<file path="src/rtl/bmls_pkg.sv">
// ============================================================================
// bmls_pkg - shared types and codes of the byte data memory
// Item structs, operation, size and status codes, controller command/status.
// ============================================================================
`default_nettype none

package bmls_pkg;

  // operation codes
  localparam logic [1:0] MODE_TICK  = 2'd0;
  localparam logic [1:0] MODE_LOAD  = 2'd1;
  localparam logic [1:0] MODE_STORE = 2'd2;

  // access sizes
  localparam logic [1:0] SIZE_BYTE = 2'd0;
  localparam logic [1:0] SIZE_HALF = 2'd1;
  localparam logic [1:0] SIZE_WORD = 2'd2;

  // result status codes
  localparam logic [1:0] STATUS_OK         = 2'd0;
  localparam logic [1:0] STATUS_LOAD_HIT   = 2'd1;
  localparam logic [1:0] STATUS_STORE_BUSY = 2'd2;

  // reset value of the store latency register
  localparam logic [7:0] TPS_RESET = 8'd1;

  typedef struct packed {
    logic [1:0]  mode;
    logic [15:0] byte_address;
    logic [1:0]  access_size;
    logic        sign_extend;
    logic [31:0] write_value;
  } in_item_t;

  typedef struct packed {
    logic [31:0] read_value;
    logic [1:0]  status;
    logic        busy_now;
  } out_item_t;

  // controller to datapath
  typedef struct packed {
    logic clear;    // write zero to the current clear row
    logic accept;   // input transfer this cycle
    logic advance;  // move stage 1 into the output register
  } cmd_t;

  // datapath to controller
  typedef struct packed {
    logic clear_last;  // clear row counter on its final row
  } stat_t;

endpackage

`default_nettype wire

</file>
<file path="src/rtl/bmls_ctrl.sv">
// ============================================================================
// bmls_ctrl - controller of the byte data memory
// Runs the clearing pass after reset, then steers the two-stage result pipe.
// ============================================================================
`default_nettype none

module bmls_ctrl (
  input  wire logic           clk,
  input  wire logic           rst,
  input  wire logic           in_valid,
  output logic                in_ready,
  output logic                out_valid,
  input  wire logic           out_ready,
  input  wire bmls_pkg::stat_t stat,
  output bmls_pkg::cmd_t      cmd
);

  import bmls_pkg::*;

  typedef enum logic {
    ST_CLEAR,
    ST_RUN
  } state_t;

  state_t state;
  logic   s1_valid;
  logic   s1_adv;

  assign s1_adv      = !out_valid || out_ready;
  assign in_ready    = (state == ST_RUN) && (!s1_valid || s1_adv);
  assign cmd.clear   = (state == ST_CLEAR);
  assign cmd.accept  = in_valid && in_ready;
  assign cmd.advance = s1_valid && s1_adv;

  always_ff @(posedge clk) begin
    if (rst) begin
      state     <= ST_CLEAR;
      s1_valid  <= 1'b0;
      out_valid <= 1'b0;
    end else begin
      case (state)
        ST_CLEAR: if (stat.clear_last) state <= ST_RUN;
        ST_RUN:   state <= ST_RUN;
        default:  state <= ST_CLEAR;
      endcase
      s1_valid <= cmd.accept || (s1_valid && !cmd.advance);
      if (cmd.advance) begin
        out_valid <= 1'b1;
      end else if (out_ready) begin
        out_valid <= 1'b0;
      end
    end
  end

  a_rose_out: assert property (@(posedge clk) disable iff (rst)
    $rose(out_valid) |-> $past(cmd.advance))
    else $error("result shown without a stage 1 advance");

  a_accept_fills: assert property (@(posedge clk) disable iff (rst)
    cmd.accept |=> s1_valid)
    else $error("accepted item lost before stage 1");

  a_s1_hold: assert property (@(posedge clk) disable iff (rst)
    (s1_valid && out_valid && !out_ready) |=> s1_valid)
    else $error("stage 1 dropped while output stalled");

  a_clear_stay: assert property (@(posedge clk) disable iff (rst)
    (state == ST_CLEAR && !stat.clear_last) |=> (state == ST_CLEAR))
    else $error("clearing pass left early");

endmodule

`default_nettype wire

</file>
<file path="config.mk">
export PLATFORM = sky130hd
export DESIGN_NAME = bmls_ctrl
export DESIGN_NICKNAME = d
export VERILOG_FILES = /design/src/rtl/bmls_pkg.sv /design/src/rtl/bmls_ctrl.sv
export SDC_FILE = /design/constraint.sdc
export NUM_CORES = 1
export LEC_CHECK = 0
export ABC_AREA = 1
export BUFFER_PORTS_ARGS = -buffer_cell sky130_fd_sc_hd__buf_2
export CORE_AREA = 2 2 39 41
export CTS_CLUSTER_SIZE = 25
export DETAILED_ROUTE_END_ITERATION = 8
export DIE_AREA = 0 0 41 43
export PLACE_DENSITY_LB_ADDON = 0.05
export SLEW_MARGIN = 20
export SYNTH_ARGS = -nofsm -noshare
export SYNTH_HDL_FRONTEND = slang
export SYNTH_SLANG_ARGS = --single-unit
</file>
<file path="constraint.sdc">
create_clock -name clk -period 0.9 [get_ports clk]
set_clock_uncertainty 0.05 [all_clocks]
set_input_delay 0.135 -clock clk [delete_from_list [all_inputs] [get_ports clk]]
set_output_delay 0.135 -clock clk [all_outputs]
set_load 0.03 [all_outputs]
</file>
# Yosys cells after proc, flatten, opt, wreduce, memory -nomap -nowiden

Index checks and enable logic that the tools add are counted.

Logic and storage cells: 19
Output and inout bits: 5
Flip-flop bits (word level): 3
Bits of input ports: 5

Reductions and logical operators: 11
Bitwise gates (word level): 1
Mux-type cells: 4

Operators with widths:

| cell                | number |
|---|---|
| $logic_and A1 B1 Y1 | 4 |
| $logic_not A1 Y1    | 3 |
| $logic_or A1 B1 Y1  | 3 |
| $mux W1             | 3 |
| $pmux W1 S2         | 1 |
| $reduce_bool A2 Y1  | 1 |
| $not A1 Y1          | 1 |

# Longest topological paths before layout

Gate-level depths: netlist of run 1.

Word-level depth: 6
Depth in mapped cells: 5
Depth with buffers taken out: 5

# Least setup slack after synthesis of run 1

No wires, ideal clock.

Path kind: register to output
Start point: register out_valid
End point: output port cmd[1] (netlist name)
Stages on the path, launching flop included: 4
Path slack: -299 ps
Data required time: 715 ps
Arrival time: 1014 ps
Buffers on the path: 0
Cells stage by stage: dfxtp_1 nand3_2 nand2_1 nor2_1

RTL lines:

| what                     | line            | source |
|---|---|---|
| start: declaration       | bmls_ctrl.sv:12 | `output logic out_valid,` |
| start signal: assignment | bmls_ctrl.sv:39 | `out_valid <= 1'b0;` |
| start signal: assignment | bmls_ctrl.sv:48 | `out_valid <= 1'b1;` |
| start signal: assignment | bmls_ctrl.sv:50 | `out_valid <= 1'b0;` |
| end: declaration         | bmls_ctrl.sv:15 | `output bmls_pkg::cmd_t cmd` |

==> impl_metrics.yaml, run 1 <==
outcome:
  status: "finished with violations"
  failed_checks: "setup timing"
timing:
  hold_violations: 0
  whs_ns: 0.0414
  tightest_slew_ns: 0.115
  max_slew_margin: 0.923
  rsz0062_at_grt: "yes"
  period_needed_ns: 1.10
  fin_crit_sh: 1.23
  timing.final.ws_setup_ns: -0.204
  drv_slew: 0
  finalSetupViolCount: 6
  fmax_mhz: 906
synth:
  yosysMostFrequentCell: "inv_1"
  ys_seq_elements: 3
  yosysSeqAreaShare: 0.436
  synth_cell_types: 8
  yosysWarnings: 0
  syn_inst: 20
  syn_nets: 25
  synth_enable_flop_cells: 0
  synthTopCellsByArea: "dfxtp_1 44%, inv_1 11%, inv_2 8.2%, nand2_1 8.2%, nor2_1 8.2%"
  yosysTopAreaCellShare: 0.436
  synth_ff_type: "dfxtp_1"
  yosysTopAreaCell: "dfxtp_1"
  synthTopCellsByCount: "4 x inv_1, 3 x dfxtp_1, 3 x inv_2, 3 x nand2_1, 3 x nor2_1"
  async_flop_share: 0
  synth_area_sq_um: 138
  synth.avg_cell_area_sq_um: 6.88
routing:
  drc_errors: 0
  dr_total_vias: 181
  drt_pass1_iterations: 1
  drt_wl_total_um: 394
  viasPerCell: 3.29
  drtAntennaViolNets: 0
  wire_per_inst_um: 7.16
  first_iter_violations: 0
final_layout:
  drive_gt1_frac: 0.795
  diodes: 0
  fill_cells: 155
  final_nets: 45
  area_delta_synth_final_pct: 150
  stdcell_count: 55
critical_path:
  critPathSlowestCell: "dfxtp_2"
  arrival_ns: 0.92
  worstSetupPathType: "reg -> out"
  crit_fanout: 2
  crit_chain: "nand3_4, nand2_4, nor2_4, buf_6"
  start_kind: "flop"
  cpPeakStageDelay_ns: 0.33
  end_kind: "output port"
  r2r_slack_ns: -0.02
  required_ns: 0.71
clocking:
  cts.htree.levels: 1
  cts_tree: "built"
  max-clock-path-buffers: 2
  insertion_delay_ns: 0.23
  clkTransAtPathRegs_ns: 0.04
  cts_hold_buf: 0
  cts_root_buf: "clkbuf_4"
  cts_buffers: 3
  numClockSinks: 3
global_route:
  grt_max_degree: 5
  antenna_found_initial: 0
  grt_usage: 0.0663
  grt_pass1_wl_um: 690
  grt_pass1_vias: 179
  grt_overflow: 0
placement:
  place_ws_ns: -0.0700
  port_buffers: 9
  gp_congestion: 0.606
  post-place-cells: 47
  dp_hpwl_um: 293
floorplanning:
  initial_core_util: 0.0995
  die_y_um: 43
  fp-row-count: 14
  dieArea_sq_um: 1760
  core-area_sq_um: 1380
  die_w_um: 41
  io_pins: 10
pwr:
  p_per_area_nw_per_um2: 1440
  vdd_drop_max_mv: 0.854
  leakage_nw: 0.170
flow_run:
  maxCapViolCount: 0
min_path:
  hold_class: "in -> reg"
## state kept, by name, summed over array words and instances (netlist names)
signal	cells
out_valid	1
s1_valid	1
state	1
## critical path, delay by kind of cell (launching register included)
kind	cells	cell delay, ns
flip-flops	1	0.33
AND/OR/NAND/NOR	3	0.23
buffers and inverters	1	0.13
## path summary, 6_finish.rpt
check            from   endpoint  cells past startpoint
max          s1_valid     cmd[1]                      4
min               rst  out_valid                      2
max reg2reg     state   s1_valid                      6
min reg2reg  s1_valid  out_valid                      2
## kinds of logic after synthesis
| group | Yosys count | synth area share |
|---|---|---|
| flip-flops | 3 | 0.436 |
| AND/OR/NAND/NOR | 7 | 0.236 |
| AO/OA/AOI/OAI | 3 | 0.136 |
| buffers and inverters | 7 | 0.191 |
## power breakdown
part           internal [mW]  switching (mW)  leakage [nW]  total [mW]
Combinational         0.0576          0.0583         0.129       0.116
Clock                  0.166          0.0654        0.0150       0.231
Sequential             0.139         0.00802        0.0261       0.147
## per-layer routing
| layer | GRT usage | wire [um] |
|---|---|---|
| met1 | 0.0611 | 169 |
| met2 | 0.0813 | 193 |
| met3 | 0.0785 | 31 |
| met4 | 0.0400 | 0 |
| met5 | 0 | 0 |
## layout make-up
class	count	area (sq um)	share of cell area
repair buffers	15	125	0.364
multi-input cells	10	77.6	0.225
flip-flops and latches	3	66.3	0.193
inverters	7	28.8	0.0836
clock buffers	4	26.3	0.0764
well taps	16	20.0	0.0582
## cell usage in the layout, fill, tap and decap left out
| cell | Yosys | final |
|---|---|---|
| nand2_1 | 3 | 2 |
| nand3_4 | 0 | 1 |
| clkbuf_1 | 0 | 1 |
| inv_1 | 4 | 2 |
| a21oi_2 | 0 | 1 |
| nor2_1 | 3 | 2 |
| inv_2 | 3 | 4 |
| nand2_4 | 0 | 1 |
| buf_6 | 0 | 6 |
| a21oi_1 | 2 | 1 |
| dfxtp_4 | 0 | 1 |
| o21ai_2 | 1 | 1 |
| clkbuf_4 | 0 | 3 |
| buf_4 | 0 | 5 |
| buf_2 | 0 | 4 |
| inv_4 | 0 | 1 |
| dfxtp_2 | 0 | 2 |
| nor2_4 | 0 | 1 |
## per-stage QoR
stage	util	TNS [ns]	instance area, sq um	total power, mW
finish	0.249	-0.832	344	0.495
global route	0.249	-1.13	344	0.540
CTS	0.235	-0.906	325	0.495
detailed placement	0.170	-0.0941	235	0.229
global placement	0.170	-0.0810	235	0.230
floorplan	-	-0.0200	155	0.197
## timing repair
item,in CTS,in global routing
pin swaps,2,1
resized for setup,16,1
buffers inserted,2,2
endpoints found under the setup margin,5,5
(Power assumes the default switching activity.)
==> run 2: changes to the inputs <==
--- a/config.mk
+++ b/config.mk
@@ -8,6 +8,7 @@
 export ABC_AREA = 1
 export BUFFER_PORTS_ARGS = -buffer_cell sky130_fd_sc_hd__buf_2
 export CORE_AREA = 2 2 39 41
+export CTS_BUF_LIST = sky130_fd_sc_hd__clkbuf_2 sky130_fd_sc_hd__clkbuf_4 sky130_fd_sc_hd__clkbuf_8
 export CTS_CLUSTER_SIZE = 25
 export DETAILED_ROUTE_END_ITERATION = 8
 export DIE_AREA = 0 0 41 43
==> impl_metrics.yaml, run 2 (synthesized netlist as in run 1, its figures left out) <==
outcome:
  status: "finished with violations"
  failed_checks: "setup timing"
global_route:
  antenna_found_initial: 0
  grt_overflow: 0
  grt_usage: 0.0643
  grt_pass1_wl_um: 662
  grt_pass1_vias: 172
  grt_max_degree: 5
pwr:
  leakage_nw: 0.163
  fin_total_pwr_uw: 513
  vdd_drop_max_mv: 0.911
  p_per_area_nw_per_um2: 1560
placement:
  gp_congestion: 0.606
  dp_hpwl_um: 293
  place_ws_ns: -0.0700
  port_buffers: 9
clocking:
  cts_tree: "built"
  cts_root_buf: "clkbuf_4"
  cts_hold_buf: 0
  max-clock-path-buffers: 2
  insertion_delay_ns: 0.23
  numClockSinks: 3
  cts_buffers: 3
  clkTransAtPathRegs_ns: 0.04
  cts.htree.levels: 1
floorplanning:
  core-area_sq_um: 1380
  fp-row-count: 14
  io_pins: 10
  dieArea_sq_um: 1760
  die_w_um: 41
  initial_core_util: 0.0995
  die_y_um: 43
routing:
  dr_total_vias: 174
  drtAntennaViolNets: 0
  first_iter_violations: 0
  wire_per_inst_um: 7.04
  drc_errors: 0
  viasPerCell: 3.28
  drt_wl_total_um: 373
  drt_pass1_iterations: 1
critical_path:
  arrival_ns: 0.92
  cp_num_cells: 4
  crit_chain: "nand3_4, nand2_4, nor2_4, buf_6"
  path_delay_family: "flip-flops"
  critPathSlowestCell: "dfxtp_4"
  ff2ff_path_depth: 5
  worst-path-buf-inv: 1
  required_ns: 0.71
  timing.rr.end: "s1_valid"
  crit_path_start: "out_valid"
  end_kind: "output port"
  worstSetupPathType: "reg -> out"
  cpPeakStageDelay_ns: 0.35
  r2r_start: "s1_valid"
  start_kind: "flop"
  r2r_slack_ns: 0.06
  crit_fanout: 4
flow_run:
  maxCapViolCount: 0
timing:
  drv_slew: 0
  finalSetupViolCount: 5
  fin_crit_sh: 1.23
  timing.final.ws_setup_ns: -0.208
  max_slew_margin: 0.923
  hold_violations: 0
  tightest_slew_ns: 0.115
  fmax_mhz: 903
  whs_ns: 0.0390
  rsz0062_at_grt: "yes"
  period_needed_ns: 1.11
final_layout:
  reg.largest.list: "out_valid x1, s1_valid x1, state x1"
  final_nets: 43
  layout_common_cells: "5 x buf_6, 4 x inv_2, 4 x clkbuf_4, 4 x buf_2, 4 x buf_4"
  final_common_cell: "buf_6"
  area_delta_synth_final_pct: 139
  diodes: 0
  fill_cells: 155
  drive_gt1_frac: 0.811
min_path:
  hold_end: "out_valid"
  hold_class: "in -> reg"
  hold_depth: 2
  worstHoldStart: "rst"
## run 2: worst max-delay path by stage
stage,to,slack (ns)
4_1_cts,cmd[1],-0.22
3_3_place_gp,cmd[1],-0.06
3_5_place_dp,cmd[1],-0.07
2_1_floorplan,cmd[1],-0.02
6_report,cmd[1],-0.21
5_1_grt,cmd[1],-0.26
## run 2: per-stage QoR
stage | setup TNS, ns | area, sq um | utilization | instances
CTS | -0.913 | 329 | 0.238 | 53
global placement | -0.0810 | 235 | 0.170 | 47
floorplan | -0.0200 | 155 | - | 20
finish | -0.853 | 329 | 0.238 | 53
detailed placement | -0.0941 | 235 | 0.170 | 47
global route | -1.09 | 329 | 0.238 | 53
## run 2: repair_timing
item,CTS,global route
setup endpoints to repair,5,5
pin swaps,2,0
resized for setup,15,1
buffers inserted,2,0
## run 2: area by class of cell
cell class / count / area, sq um / area share
Inverter: 7 / 28.8 / 0.0875
Timing Repair Buffer: 13 / 106 / 0.323
Sequential cell: 3 / 66.3 / 0.202
Multi-Input combinational cell: 10 / 77.6 / 0.236
Tap cell: 16 / 20.0 / 0.0608
Clock buffer: 4 / 30.0 / 0.0913
## run 2: report_power, final
group | leakage, nW | switching [mW] | internal (mW) | total [mW]
registers | 0.0261 | 0.00744 | 0.139 | 0.147
logic | 0.118 | 0.0564 | 0.0478 | 0.104
clock network | 0.0184 | 0.0657 | 0.196 | 0.262
## run 2: metal layers
metal | up-vias | GRT usage | part of all wire
li1 | 92 | - | -
met1 | 76 | 0.0611 | 0.46
met2 | 6 | 0.0750 | 0.46
met3 | 0 | 0.0785 | 0.083
met4 | 0 | 0.0400 | 0
met5 | - | 0 | 0
